**src/hdl/srtf_pkg.sv**
```systemverilog
// types and constants shared by the srtf tick scheduler
package srtf_pkg;

  localparam int MAX_PROCS = 16;
  localparam int TIME_BITS = 16;
  localparam int IDX_BITS  = $clog2(MAX_PROCS);
  localparam int CNT_BITS  = $clog2(MAX_PROCS + 1);

  localparam logic [TIME_BITS-1:0] TIME_MAX = {TIME_BITS{1'b1}};

  typedef enum logic [1:0] {
    ACT_LOAD  = 2'd0,
    ACT_TICK  = 2'd1,
    ACT_CLEAR = 2'd2,
    ACT_NOP   = 2'd3
  } action_e;

  typedef enum logic [1:0] {
    ST_IDLE,
    ST_SCAN,
    ST_RESULT
  } state_e;

  typedef struct packed {
    action_e              action;
    logic [TIME_BITS-1:0] arrival_time;
    logic [TIME_BITS-1:0] burst_time;
  } req_word_t;

  typedef struct packed {
    logic [IDX_BITS-1:0]  slot_index;
    logic                 idle;
    logic                 new_segment;
    logic [TIME_BITS-1:0] segment_start;
    logic                 finished;
    logic [TIME_BITS-1:0] now_time;
    logic [TIME_BITS-1:0] turnaround;
    logic [TIME_BITS-1:0] waiting;
    logic                 all_done;
    logic                 error;
  } rsp_word_t;

  typedef struct packed {
    logic [TIME_BITS-1:0] arrival;
    logic [TIME_BITS-1:0] burst;
    logic [TIME_BITS-1:0] remaining;
  } entry_t;

endpackage

```
**src/hdl/srtf_ram.sv**
```systemverilog
// generic single-write, single-read ram with registered read data
module srtf_ram #(
  parameter int WIDTH = 8,
  parameter int DEPTH = 16
) (
  input  logic                     clk,
  input  logic                     we,
  input  logic [$clog2(DEPTH)-1:0] waddr,
  input  logic [WIDTH-1:0]         wdata,
  input  logic [$clog2(DEPTH)-1:0] raddr,
  output logic [WIDTH-1:0]         rdata
);

  logic [WIDTH-1:0] mem [DEPTH];

  always_ff @(posedge clk) begin
    if (we) begin
      mem[waddr] <= wdata;
    end
    rdata <= mem[raddr];
  end

endmodule

```
**src/hdl/srtf_tick_scheduler_core.sv**
```systemverilog
// srtf tick scheduler top level: process table in ram, scan per tick
//
//   channel | direction | handshake            | word
//   req     | in        | req_valid/req_ready  | req_word_t (action, arrival, burst)
//   rsp     | out       | rsp_valid/rsp_ready  | rsp_word_t (one per request word)
//
// load, clear and no-op go from accept straight to the result state, then to the response register
// tick with entries loaded scans the table first: the table ram has one read port, one entry a cycle
// table entries are written only at the end of an item, never during a scan
// reset and clear empty the table through the counters, the ram is not swept
// a stalled response holds the next result in the result stage; no new word is taken meanwhile
module srtf_tick_scheduler_core
  import srtf_pkg::*;
(
  input  logic      clk,
  input  logic      rst,
  input  logic      req_valid,
  output logic      req_ready,
  input  req_word_t req,
  output logic      rsp_valid,
  input  logic      rsp_ready,
  output rsp_word_t rsp
);

  state_e state, state_next;

  req_word_t item;

  logic [CNT_BITS-1:0]  loaded_count, loaded_count_next;
  logic [CNT_BITS-1:0]  completed_count, completed_count_next;
  logic [TIME_BITS-1:0] cur_time, cur_time_next;
  logic                 prev_none, prev_none_next;
  logic [IDX_BITS:0]    prev_code, prev_code_next;

  logic [CNT_BITS-1:0]  rd_idx;
  logic                 cmp_valid;
  logic [IDX_BITS-1:0]  cmp_idx;
  logic                 best_found;
  logic [IDX_BITS-1:0]  best_idx;
  logic [TIME_BITS-1:0] best_rem;
  logic [TIME_BITS-1:0] best_arr;
  logic [TIME_BITS-1:0] best_bur;

  logic                 ram_we;
  logic [IDX_BITS-1:0]  ram_waddr;
  entry_t               ram_wdata;
  entry_t               ram_rdata;

  logic                 accept;
  logic                 issue;
  logic                 cand_ok;
  logic                 fire;
  logic [TIME_BITS-1:0] time_inc;
  logic [TIME_BITS-1:0] tat;
  logic [IDX_BITS:0]    choice_code;
  rsp_word_t            rsp_next;

  srtf_ram #(
    .WIDTH($bits(entry_t)),
    .DEPTH(MAX_PROCS)
  ) u_table (
    .clk  (clk),
    .we   (ram_we),
    .waddr(ram_waddr),
    .wdata(ram_wdata),
    .raddr(rd_idx[IDX_BITS-1:0]),
    .rdata(ram_rdata)
  );

  assign req_ready = (state == ST_IDLE);
  assign accept    = req_valid && req_ready;
  assign issue     = (rd_idx < loaded_count);
  assign fire      = (state == ST_RESULT) && (!rsp_valid || rsp_ready);
  assign time_inc  = (cur_time == TIME_MAX) ? cur_time : cur_time + TIME_BITS'(1);
  assign tat       = time_inc - best_arr;
  assign choice_code = best_found ? {1'b0, best_idx} : {1'b1, {IDX_BITS{1'b0}}};
  assign cand_ok   = (ram_rdata.arrival <= cur_time) && (ram_rdata.remaining != '0) &&
                     (!best_found || (ram_rdata.remaining < best_rem));

  always_ff @(posedge clk) begin
    if (rst) begin
      state <= ST_IDLE;
    end else begin
      state <= state_next;
    end
  end

  always_comb begin
    state_next           = state;
    rsp_next             = '0;
    ram_we               = 1'b0;
    ram_waddr            = loaded_count[IDX_BITS-1:0];
    ram_wdata            = '{arrival: item.arrival_time, burst: item.burst_time,
                             remaining: item.burst_time};
    loaded_count_next    = loaded_count;
    completed_count_next = completed_count;
    cur_time_next        = cur_time;
    prev_none_next       = prev_none;
    prev_code_next       = prev_code;
    unique case (state)
      ST_IDLE: begin
        if (req_valid) begin
          state_next = (req.action == ACT_TICK && loaded_count != '0) ? ST_SCAN : ST_RESULT;
        end
      end
      ST_SCAN: begin
        if (!issue) begin
          state_next = ST_RESULT;
        end
      end
      ST_RESULT: begin
        if (fire) begin
          state_next = ST_IDLE;
          unique case (item.action)
            ACT_LOAD: begin
              if (loaded_count >= CNT_BITS'(MAX_PROCS) || item.burst_time == '0) begin
                rsp_next.error = 1'b1;
              end else begin
                ram_we              = 1'b1;
                rsp_next.slot_index = loaded_count[IDX_BITS-1:0];
                loaded_count_next   = loaded_count + CNT_BITS'(1);
              end
            end
            ACT_TICK: begin
              if (prev_none || prev_code != choice_code) begin
                rsp_next.new_segment   = 1'b1;
                rsp_next.segment_start = cur_time;
              end
              prev_none_next = 1'b0;
              prev_code_next = choice_code;
              cur_time_next  = time_inc;
              if (!best_found) begin
                rsp_next.idle = 1'b1;
              end else begin
                rsp_next.slot_index = best_idx;
                ram_we              = 1'b1;
                ram_waddr           = best_idx;
                ram_wdata           = '{arrival: best_arr, burst: best_bur,
                                        remaining: best_rem - TIME_BITS'(1)};
                if (best_rem == TIME_BITS'(1)) begin
                  rsp_next.finished    = 1'b1;
                  completed_count_next = completed_count + CNT_BITS'(1);
                  rsp_next.turnaround  = tat;
                  rsp_next.waiting     = (tat >= best_bur) ? tat - best_bur : '0;
                end
              end
            end
            ACT_CLEAR: begin
              loaded_count_next    = '0;
              completed_count_next = '0;
              cur_time_next        = '0;
              prev_none_next       = 1'b1;
              prev_code_next       = '0;
            end
            ACT_NOP: begin
            end
            default: begin
            end
          endcase
          rsp_next.now_time = cur_time_next;
          rsp_next.all_done = (completed_count_next == loaded_count_next);
        end
      end
      default: begin
        state_next = ST_IDLE;
      end
    endcase
  end

  always_ff @(posedge clk) begin
    if (rst) begin
      loaded_count    <= '0;
      completed_count <= '0;
      cur_time        <= '0;
      prev_none       <= 1'b1;
      prev_code       <= '0;
      rsp_valid       <= 1'b0;
      cmp_valid       <= 1'b0;
      best_found      <= 1'b0;
      rd_idx          <= '0;
    end else begin
      loaded_count    <= loaded_count_next;
      completed_count <= completed_count_next;
      cur_time        <= cur_time_next;
      prev_none       <= prev_none_next;
      prev_code       <= prev_code_next;
      if (fire) begin
        rsp_valid <= 1'b1;
      end else if (rsp_ready) begin
        rsp_valid <= 1'b0;
      end
      if (accept) begin
        best_found <= 1'b0;
        cmp_valid  <= 1'b0;
        rd_idx     <= '0;
      end else if (state == ST_SCAN) begin
        if (cmp_valid && cand_ok) begin
          best_found <= 1'b1;
        end
        if (issue) begin
          rd_idx    <= rd_idx + CNT_BITS'(1);
          cmp_valid <= 1'b1;
        end else begin
          cmp_valid <= 1'b0;
        end
      end
    end
  end

  // payload side of the scan and the response register
  always_ff @(posedge clk) begin
    if (accept) begin
      item <= req;
    end
    if (state == ST_SCAN) begin
      cmp_idx <= rd_idx[IDX_BITS-1:0];
      if (cmp_valid && cand_ok) begin
        best_idx <= cmp_idx;
        best_rem <= ram_rdata.remaining;
        best_arr <= ram_rdata.arrival;
        best_bur <= ram_rdata.burst;
      end
    end
    if (fire) begin
      rsp <= rsp_next;
    end
  end

  a_completed_le_loaded: assert property (@(posedge clk) disable iff (rst)
    completed_count <= loaded_count)
    else $error("completed count above loaded count");

  a_loaded_bound: assert property (@(posedge clk) disable iff (rst)
    loaded_count <= CNT_BITS'(MAX_PROCS))
    else $error("loaded count above table size");

  a_scan_bound: assert property (@(posedge clk) disable iff (rst)
    state == ST_SCAN |-> rd_idx <= loaded_count)
    else $error("scan address beyond loaded entries");

  a_write_only_at_result: assert property (@(posedge clk) disable iff (rst)
    ram_we |-> state == ST_RESULT && fire)
    else $error("table write outside the result stage");

  a_finish_not_idle: assert property (@(posedge clk) disable iff (rst)
    fire && rsp_next.finished |=> rsp_valid && !rsp.idle)
    else $error("finished response flagged idle");

endmodule
```
**config.mk**
```make
export PLATFORM = sky130hd
export DESIGN_NAME = srtf_tick_scheduler_core
export DESIGN_NICKNAME = d
export VERILOG_FILES = /design/src/hdl/srtf_pkg.sv /design/src/hdl/srtf_ram.sv /design/src/hdl/srtf_tick_scheduler_core.sv
export SDC_FILE = /design/constraint.sdc
export NUM_CORES = 1
export LEC_CHECK = 0
export BUFFER_PORTS_ARGS = -buffer_cell sky130_fd_sc_hd__buf_2
export CORE_UTILIZATION = 43
export CTS_BUF_LIST = sky130_fd_sc_hd__clkbuf_8
export CTS_CLUSTER_SIZE = 24
export DETAILED_ROUTE_END_ITERATION = 10
export GPL_TIMING_DRIVEN = 1
export PLACE_DENSITY = 0.7
export SLEW_MARGIN = 25
export SYNTH_ARGS = -nofsm -noshare
export SYNTH_HDL_FRONTEND = slang
export SYNTH_SLANG_ARGS = --single-unit
```
**constraint.sdc**
```tcl
create_clock -name clk -period 9.8 [get_ports clk]
set_input_delay 1.96 -clock clk [delete_from_list [all_inputs] [get_ports clk]]
set_output_delay 1.96 -clock clk [all_outputs]
set_load 0.02 [all_outputs]
```
# Word level (Yosys, flattened, before mapping)
# Memory sizes are Yosys's and may differ from the RTL's. A register that Yosys moved wholly into a read port is not among the register bits.
# Index checks and enable logic that the tools add are counted.
[totals] memories=1 elab_cells=128 mem_bits_rw=768 register_bits=205 in_bits=38
[classes] n_lt_le_gt_ge=5 add_sub_neg=7 muxes=44 eq_ne=12 n_reduce_logical=31
[mem_list] memory="u_table.mem" words=16 width=48 rd=1 rd_clocked_by_memory_dff=1 write_ports=1 line_no="srtf_ram.sv:14" text="logic [WIDTH-1:0] mem [DEPTH];"
[op_table] cell="$mux 48" n=4
[op_table] cell="$mux 5" n=8
[op_table] cell="$pmux 16 s2" n=1
[op_table] cell="$sub 16x16->16" n=2
[op_table] cell="$pmux 5 s2" n=3
[op_table] cell="$mux 4" n=6
[op_table] cell="$mux 17" n=1
[op_table] cell="$add 16x1->16 const B" n=1
[op_table] cell="$eq 16x1->1 const B" n=1
[op_table] cell="$eq 16x16->1 const B" n=1
[op_table] cell="$ge 16x16->1" n=1
[op_table] cell="$le 16x16->1" n=1
[op_table] cell="$logic_not 16->1" n=1
[op_table] cell="$lt 16x16->1" n=1
[op_table] cell="$mux 16" n=1
[op_table] cell="$reduce_bool 16->1" n=1
[op_table] cell="$sub 16x1->16 const B" n=1
[op_table] cell="$add 5x1->5 const B" n=3
[op_table] cell="$mux 1" n=12
[op_table] cell="$reduce_and 3->1" n=4
[op_table] cell="$reduce_and 2->1" n=5
[op_table] cell="$mux 2" n=4
[op_table] cell="$pmux 4 s2" n=1
[op_table] cell="$eq 2x1->1 const B" n=3
[op_table] cell="other kinds (17)" n=32

# Depth between registers and ports, before layout
# Gate-level depths: netlist of the first run.
[logic_depth] word_depth=8 depth_mapped=27

# Cells and area by module
# From an unflattened synthesis of the first run, not the netlist that was laid out.
[unflattened] cells_unflattened=2381 area_unflattened_um2=41081.9
[by_module_without_submodules] mod="srtf_ram" seq_area_each_um2=24023.0 n_inst=1 cells_per_inst=1242 area_each_um2=29691.0
[by_module_without_submodules] mod="srtf_tick_scheduler_core" seq_area_each_um2=5735.5 n_inst=1 cells_per_inst=1139 area_each_um2=11390.9

# Worst setup path after synthesis of the first run
# Ideal clock, no wire load.
[synth_path] path_kind="input -> register" start="input port rsp_ready" end="memory u_table.mem[10][0] (netlist bit), enable pin" arrival_ps=7035 setup_slack_ps=2311 stages=7 setup_time_ps=454 cell_sequence="nand2b_1 > nand2_1 > inv_1 > clkbuf_1 > nand2_1 > or2_2 > nor2_1"
[synth_via] elab_chain_len=6
[synth_rtl] item="start: declaration" line_no="srtf_tick_scheduler_core.sv:21" text="input logic rsp_ready,"
[synth_rtl] item="$logic_or 1x1->1 (*)" line_no="srtf_tick_scheduler_core.sv:73" text="assign fire = (state == ST_RESULT) && (!rsp_valid || rsp_ready);"
[synth_rtl] item="$logic_and 1x1->1 (*)" line_no="srtf_tick_scheduler_core.sv:73"
[synth_rtl] item="via fire" line_no="srtf_tick_scheduler_core.sv:52" text="logic fire;"
[synth_rtl] item="$mux 1" line_no="srtf_tick_scheduler_core.sv:112" text="if (fire) begin"
[synth_rtl] item="$mux 1" line_no="srtf_tick_scheduler_core.sv:100" text="unique case (state)"
[synth_rtl] item="$mux 1" line_no="srtf_ram.sv:17" text="if (we) begin"
[synth_rtl] item="$mux 1 (implied by the code)" line_no="srtf_ram.sv:18" text="mem[waddr] <= wdata;"
[synth_rtl] item="end: declaration" line_no="srtf_ram.sv:14"
# The timed path passes the listed nets; every way through them passes the cells marked *.

# Worst setup path in the final report of the first run
[layout_path] start="register cur_time[0]" end="register rsp[12] (netlist bit), data pin"
[layout_via] elab_chain_len=5
[layout_rtl] item="start: declaration" line_no="srtf_tick_scheduler_core.sv:31" text="logic [TIME_BITS-1:0] cur_time, cur_time_next;"
[layout_rtl] item="start signal: assignment" line_no="srtf_tick_scheduler_core.sv:184" text="cur_time <= cur_time_next;"
[layout_rtl] item="$add 16x1->16 or $eq 16x16->1 (tied branches)" line_no="srtf_tick_scheduler_core.sv:74" text="assign time_inc = (cur_time == TIME_MAX) ? cur_time : cur_time + TIME_BITS'(1);"
[layout_rtl] item="$mux 16 (*)" line_no="srtf_tick_scheduler_core.sv:74"
[layout_rtl] item="$sub 16x16->16 (*)" line_no="srtf_tick_scheduler_core.sv:75" text="assign tat = time_inc - best_arr;"
[layout_rtl] item="via tat[9]" line_no="srtf_tick_scheduler_core.sv:54" text="logic [TIME_BITS-1:0] tat;"
[layout_rtl] item="$ge 16x16->1" line_no="srtf_tick_scheduler_core.sv:144" text="rsp_next.waiting = (tat >= best_bur) ? tat - best_bur : '0;"
[layout_rtl] item="$reduce_and 5->1 (no source line)"
[layout_rtl] item="end signal: assignment" line_no="srtf_tick_scheduler_core.sv:225" text="rsp <= rsp_next;"
[layout_rtl] item="end: declaration" line_no="srtf_tick_scheduler_core.sv:22" text="output rsp_word_t rsp"
# Marks and branches as above.
# A chain may end at the register's enable or synchronous reset.

==> reports/results.ini, run 1 <==
[placed_design]
post-place-ws_ns = 3.186
dpl.hpwl_um = 58900
place_area_um2 = 43640
dp_cells = 3620
place_congestion = 0.8889
portBuffers = 112

[synthesis]
synth_top_area_share_pct = 67.80
ys_types = 70
synthCells = 2285
synth_area_um2 = 41230
synth_commonest_cells = 931 x edfxtp_1, 240 x mux4_2, 125 x nor2_1
synthArstFlopShare_pct = 0
synth_warnings = 0
ys.flop_type = edfxtp_1
ys_top_cells_by_area = edfxtp_1 68%, mux4_2 13%, dfxtp_1 4.4%, ha_1 2.3%, nor2_1 1.1%
synth.most_common_cell = edfxtp_1
yosys.area.top_type = edfxtp_1
syn_nets = 2402
syn_area_per_cell_um2 = 18.05
synth_edf_count = 931
yosysSeqAreaShare_pct = 72.17
synth-seq-cells = 1021

[layout]
syn_to_final_growth_pct = 13.73
fin_cells = 3914
finalNetCount = 2632
finalInstanceArea_um2 = 46900
drive_gt1_share_pct = 26.37

[clock_tree]
clockBufferDepth = 3
post_cts_resized = 0
ctsHoldBuffers = 0
post-cts-setup-buffers = 0
clk_latency_ns = 0.80
numCtsBuffers = 158
htree_levels = 4
clock_sinks = 1021
cts.clk_slew.worst_paths_ns = 0.07
cts_tree = done
cts_root_buf = clkbuf_8

[power_and_ir_drop]
vdd_drop_max_mv = 0.1336
pwr-share-comb_pct = 3.0
sequentialPowerShare_pct = 55.9
leakage_nw = 15.50
pwr-share-clk_pct = 41.1
power_density_nw_per_um2 = 184.4
sw_frac_of_total_pct = 21.70
power.internal_w = 0.006772
p_sw_w = 0.001877

[detailed_routing]
totalWireLength_um = 100000
viasPerCell = 5.665
drtIter0Drc = 2407
ant_nets = 0
drc = 0
vias = 22170
routedWlPerCell_um = 25.55
firstDrtPassIters = 7

[run_status]
status = completed

[setup_path]
cp-start-kind = flop
path_class = flop to flop
cp.required_ns = 10.30
max_stage_delay_ns = 0.58
cpLargestDelayFamily = compound AO/OA/AOI/OAI gates
crit_arrival_ns = 7.23
cp_max_fo = 16
worstPathCellList = ha_1 -> nand2_1 -> nor4_1 -> nand3_1 -> nand2_1 -> nor3_1 -> nand2b_1 -> ha_1 -> a21o_1 -> nor3_1 -> a21o_1 -> o21bai_1 -> a21oi_1 -> xnor2_1 -> ha_1 -> a21o_1 -> a21oi_1 -> o21ai_0 -> a311oi_1 -> a31oi_1 -> o21a_1 -> o21ai_2 -> nor2_1
slowest_stage = dfxtp_1
critPathCaptureType = flop
cp_num_buf_inv = 0

[min_path]
hp-class = flop to flop

[global_routing]
grt_pass1_wl_um = 146900
grt-busiest-layer = met2
antenna_found_initial = 6
grt_util_met1_pct = 28.71
grt-ovfl-total = 0
grt_start_max_net_pins = 73
grt_use_total_pct = 20.67
use_met2_pct = 32.27
grt_pass1_vias = 22530
grt.met3_usage_pct = 5.051

[timing]
final_max_slew_viol_count = 0
rsz0062_at_grt = false
whs_ns = 0.3959
max_clock_freq_mhz = 148.7
tns_ns = 0
fin_crit_ns = 6.723
finalHoldViolCount = 0
setup_viol = 0
skew_ns = 0.03729
setup_ws_ns = 3.077
slew_headroom_pct = 28.75
worst_slew_pin_slew_ns = 1.069
min_period_over_period_pct = 68.61

[floorplan]
io_pins = 113
rows = 113
die_area_um2 = 97140
core-area_um2 = 95010
fp.dieH_um = 311.7
initial_core_util_pct = 43.40
die_x_um = 311.7

[job]
maxCapViolCount = 0

## per-stage QoR
stage | power [W] | util [%]
after floorplan | 0.005066 | -
after detailed placement | 0.005185 | 45.93
final | 0.008649 | 49.36
after global routing | 0.008932 | 49.36
after CTS | 0.008717 | 49.31
after global placement | 0.005171 | 45.82
## layer usage
| metal | up-vias | wire length, um |
|---|---|---|
| met5 | - | 0 |
| met4 | 0 | 2039 |
| met3 | 143 | 8463 |
| met2 | 983 | 47580 |
| met1 | 11470 | 41940 |
| li1 | 9576 | - |
## cells by family (layout without fill, tap and decap cells)
logic type	after synthesis	in the layout	synth area share, %
buf+inv	203	565	1.906
mux	245	245	13.23
other cells	0	2	0
flops	1021	1021	72.17
xor+xnor	53	53	1.126
compound gates	257	257	4.036
fa+ha+maj	79	79	2.434
simple gates	427	427	5.101
## registers in the layout, summed over array words and instances (netlist names), 16 cells and up
name           count
best_rem          16
u_table.mem      768
cur_time          16
item              34
best_arr          16
best_bur          16
rsp               73
u_table.rdata     48
## cell usage in the layout (no fill, tap or decap), types with 16 or more instances in the layout
cell type and instances:
nor3_1 29, mux4_2 240, a21oi_1 62, nor2_1 109, nand2_1 116, edfxtp_1 931, clkinv_2 22, xnor2_1 43
and2_1 34, a21o_1 22, ha_1 77, o21ai_0 49, buf_2 112, inv_1 151, nor2_4 16, a211oi_1 17
nand4_1 27, clkbuf_8 189, buf_4 58, dfxtp_1 86, nand3_1 28
## area by class of cell
class | instances | area, um^2
fill | 7757 | 48110
sequential | 1021 | 29770
multi-input combinational | 1061 | 10850
clock buffer | 189 | 2601
tap | 1265 | 1583
timing repair buffer | 176 | 1114
clock inverter | 103 | 609.3
inverter | 97 | 365.4
antenna | 2 | 5.005
## power groups by stage
| stage | registers [W] | logic (W) | clock network (W) |
|---|---|---|---|
| 2_1_floorplan | 0.00494 | 0.000130 | 0 |
| 3_3_place_gp | 0.00493 | 0.000244 | 0 |
| 3_5_place_dp | 0.00493 | 0.000257 | 0 |
| 4_1_cts | 0.00484 | 0.000257 | 0.00362 |
| 5_1_grt | 0.00484 | 0.000279 | 0.00382 |
| 6_report | 0.00484 | 0.000257 | 0.00355 |
## worst paths after layout
check                                  from          end  slack, ns  cells past startpoint
worst min register to register   cmp_idx[2]  best_idx[2]       0.40                      0
worst max-delay path            cur_time[0]      rsp[12]       3.08                     23
worst min-delay path             cmp_idx[2]  best_idx[2]       0.40                      0
worst max register to register  cur_time[0]      rsp[12]       3.08                     23
Power figures use the tool's default switching activity.
==> inputs of run 2 (changes only) <==
clock period = 6.5 ns   (was 9.8 ns; I/O delays follow)
==> run 2 against run 1 <==
  * Critical path depth rose by 1
  * Global-route usage fell by 0.23 points
  * First-iteration DRC count fell by 5.8%
  * Sequential share of layout area fell by 0.13 points
  * Worst setup slack got worse by 2.5 ns
  * Combinational power rose by 52%
  * Core utilization rose by 0.10 points
  * Largest power group unchanged
  * Highest routed layer is now met5
==> reports/results.ini, run 2 (same netlist as run 1, synthesis figures left out) <==
[timing]
min_period_over_period_pct = 91.20  ; +23 points
skew_ns = 0.05016  ; +0.01287 ns
slew_headroom_pct = 26.71  ; -2.0 points
fin_crit_ns = 5.928  ; -0.7955 ns
worst_slew_pin_slew_ns = 1.099  ; +0.03068 ns
rsz0062_at_grt = false
max_clock_freq_mhz = 168.7  ; +13%
finalHoldViolCount = 0  ; unchanged
tns_ns = 0  ; unchanged
final_max_slew_viol_count = 0  ; unchanged
setup_viol = 0  ; unchanged

[layout]
fillCellCount = 7656  ; -1.3%
reg_top3 = u_table.mem x768, rsp x73, u_table.rdata x48
finalInstanceArea_um2 = 47000  ; +0.21%
seq_area_um2 = 29770  ; unchanged
syn_to_final_growth_pct = 13.97
finalNetCount = 2649  ; +0.65%
layout_common_cells = 931 x edfxtp_1, 240 x mux4_2, 173 x clkbuf_8, 168 x inv_1, 116 x nand2_1
multiInputGateArea_um2 = 10880  ; +0.28%
largest_reg_flops = 768  ; unchanged
regMostFlops = u_table.mem
final_common_cell = edfxtp_1
drive_gt1_share_pct = 26.12  ; -0.25 points

[setup_path]
reg2reg_slack_ns = 0.57  ; -2.50 ns
slowest_stage = dfxtp_1
path_class = flop to flop
worstPathCellList = ha_1 -> buf_4 -> inv_1 -> nor4_2 -> a31oi_1 -> nand2_1 -> xnor2_1 -> ha_1 -> or3_1 -> o21ai_0 -> a21o_1 -> o21bai_1 -> a21oi_1 -> xnor2_1 -> ha_1 -> a21o_1 -> a21oi_1 -> o21ai_0 -> a311oi_2 -> a31oi_1 -> o21a_1 -> o21ai_2 -> buf_4 -> nor2_1
cp.required_ns = 7.05  ; -3.25 ns
timing.rr.end = rsp[4]
cp_max_fo = 11  ; -5
worst-r2r-cell-count = 24  ; +4.3%
crit_path_frequent_cell = ha_1
max_stage_delay_ns = 0.47  ; -0.11 ns
crit_arrival_ns = 6.48  ; -0.75 ns
critPathCaptureType = flop
rr_startpoint = cur_time[1]
cp-start-kind = flop

[global_routing]
grt_pass1_wl_um = 145500  ; -0.95%
grt_use_total_pct = 20.43  ; -0.23 points
antenna_found_initial = 4  ; -2
grt_pass1_vias = 22520  ; -0.053%
grt_start_max_net_pins = 153  ; +110%
grt-ovfl-total = 0  ; unchanged

[job]
maxCapViolCount = 0  ; unchanged

[clock_tree]
cts_tree = done
clock_sinks = 1021  ; unchanged
post-cts-setup-buffers = 0  ; unchanged
numCtsBuffers = 162  ; +2.5%
cts.clk_slew.worst_paths_ns = 0.06  ; about the same
ctsHoldBuffers = 0  ; unchanged
clk_latency_ns = 0.84  ; +0.04 ns
cts_root_buf = clkbuf_8
clockBufferDepth = 3  ; unchanged
htree_levels = 4  ; unchanged

[min_path]
whs_path_depth = 0  ; unchanged
min_from = u_table.rdata[23]
hp-class = flop to flop
min_to = best_bur[7]

[run_status]
status = completed

[floorplan]
fp.dieH_um = 311.7  ; unchanged
io_pins = 113  ; unchanged
die_x_um = 311.7  ; unchanged
initial_core_util_pct = 43.40  ; unchanged
core-area_um2 = 95010  ; unchanged
rows = 113  ; unchanged
die_area_um2 = 97140  ; unchanged

[power_and_ir_drop]
p_sw_w = 0.002862  ; +52%
vdd_drop_max_mv = 0.1637  ; +23%
pwr-share-clk_pct = 40.7  ; -0.4 points
leakage_nw = 15.56  ; +0.42%
pwr-share-comb_pct = 3.0  ; about the same
power.internal_w = 0.01009  ; +49%
power_density_nw_per_um2 = 275.6  ; +49%
sequentialPowerShare_pct = 56.3  ; +0.4 points
sw_frac_of_total_pct = 22.10  ; +0.40 points

[detailed_routing]
vias = 22070  ; -0.48%
totalWireLength_um = 99050  ; -0.97%
drtIter0Drc = 2267  ; -5.8%
viasPerCell = 5.609  ; -0.99%
drc = 0  ; unchanged
firstDrtPassIters = 5  ; -2
ant_nets = 0  ; unchanged
routedWlPerCell_um = 25.18  ; -1.5%

[placed_design]
dpl.hpwl_um = 59080  ; +0.31%
place_area_um2 = 43730  ; +0.22%
portBuffers = 112  ; unchanged
place_congestion = 0.8843  ; -0.52%

==> run 2: cell count changes in the layout (fill, tap and decap cells not counted), moves of 9 or more <==
| cell | previous run | this run |
|---|---|---|
| clkinv_1 | 13 | 22 |
| clkinv_2 | 22 | 13 |
| buf_4 | 58 | 69 |
| inv_1 | 151 | 168 |
| clkbuf_8 | 189 | 173 |
==> run 2: final cells by class <==
cell class	count	share of cell area [%]
Antenna cell	1	0.005325
Clock buffer	173	5.067
Clock inverter	127	1.659
Inverter	97	0.7774
Multi-Input combinational cell	1061	23.15
Sequential cell	1021	63.35
Tap cell	1265	3.368
Timing Repair Buffer	189	2.625
==> run 2: routing by layer <==
| layer | wire (um) | track usage [%] | part of all wire (%) |
|---|---|---|---|
| met1 | 39860 | 27.03 | 40 |
| met2 | 48490 | 32.99 | 49 |
| met3 | 7824 | 4.752 | 7.9 |
| met4 | 2850 | 7.698 | 2.9 |
| met5 | 13 | 0 | 0.013 |
==> run 2: worst max path at each step <==
stage / endpoint / depth (start not counted) / slack (ns) / start
after floorplan: u_table.mem[0][0] / 7 / 0.87 / rsp_ready
after global placement: rsp[12] / 22 / 0.48 / cur_time[7]
after detailed placement: rsp[9] / 23 / 0.36 / cur_time[6]
after CTS: rsp[9] / 23 / 0.30 / cur_time[7]
after global routing: rsp[9] / 24 / 0.04 / cur_time[1]
final: rsp[4] / 24 / 0.57 / cur_time[1]
==> run 2: critical path: cells and delay by family (launching register included) <==
family	cells	cell delay, ns
XOR/XNOR	2	0.35
buffers and inverters	3	0.47
flip-flops	1	0.47
AO/OA/AOI/OAI	12	2.40
AND/OR/NAND/NOR	4	1.03
adder cells (fa/ha/maj)	3	0.91
==> run 2: timing repair <==
action,4_1_cts,5_1_grt
endpoints found under the setup margin,0,16
hold endpoints to repair,0,0
resized for setup,0,6
==> run 2: power by group through the flow <==
stage	Sequential (W)	Combinational, W	Clock (W)
after floorplan	0.00744	0.000195	0
after global placement	0.00743	0.000369	0
after detailed placement	0.00743	0.000388	0
after CTS	0.00729	0.000389	0.00539
after global routing	0.00729	0.000423	0.00566
final	0.00729	0.000390	0.00527
==> run 2: per-stage QoR <==
step / setup WS [ns] / std cells / total power [W] / hold slack, ns / utilization [%]
finish: 0.5722 / 3934 / 0.01295 / 0.3690 / 49.46
global route: 0.03724 / 3934 / 0.01337 / 0.3859 / 49.46
CTS: 0.3017 / 3931 / 0.01307 / 0.3798 / 49.36
detailed placement: 0.3619 / 3631 / 0.007817 / 0.3887 / 46.03
global placement: 0.4836 / 3631 / 0.007797 / 0.3863 / 46.03
floorplan: 0.8651 / 2285 / 0.007636 / 0.3855 / -
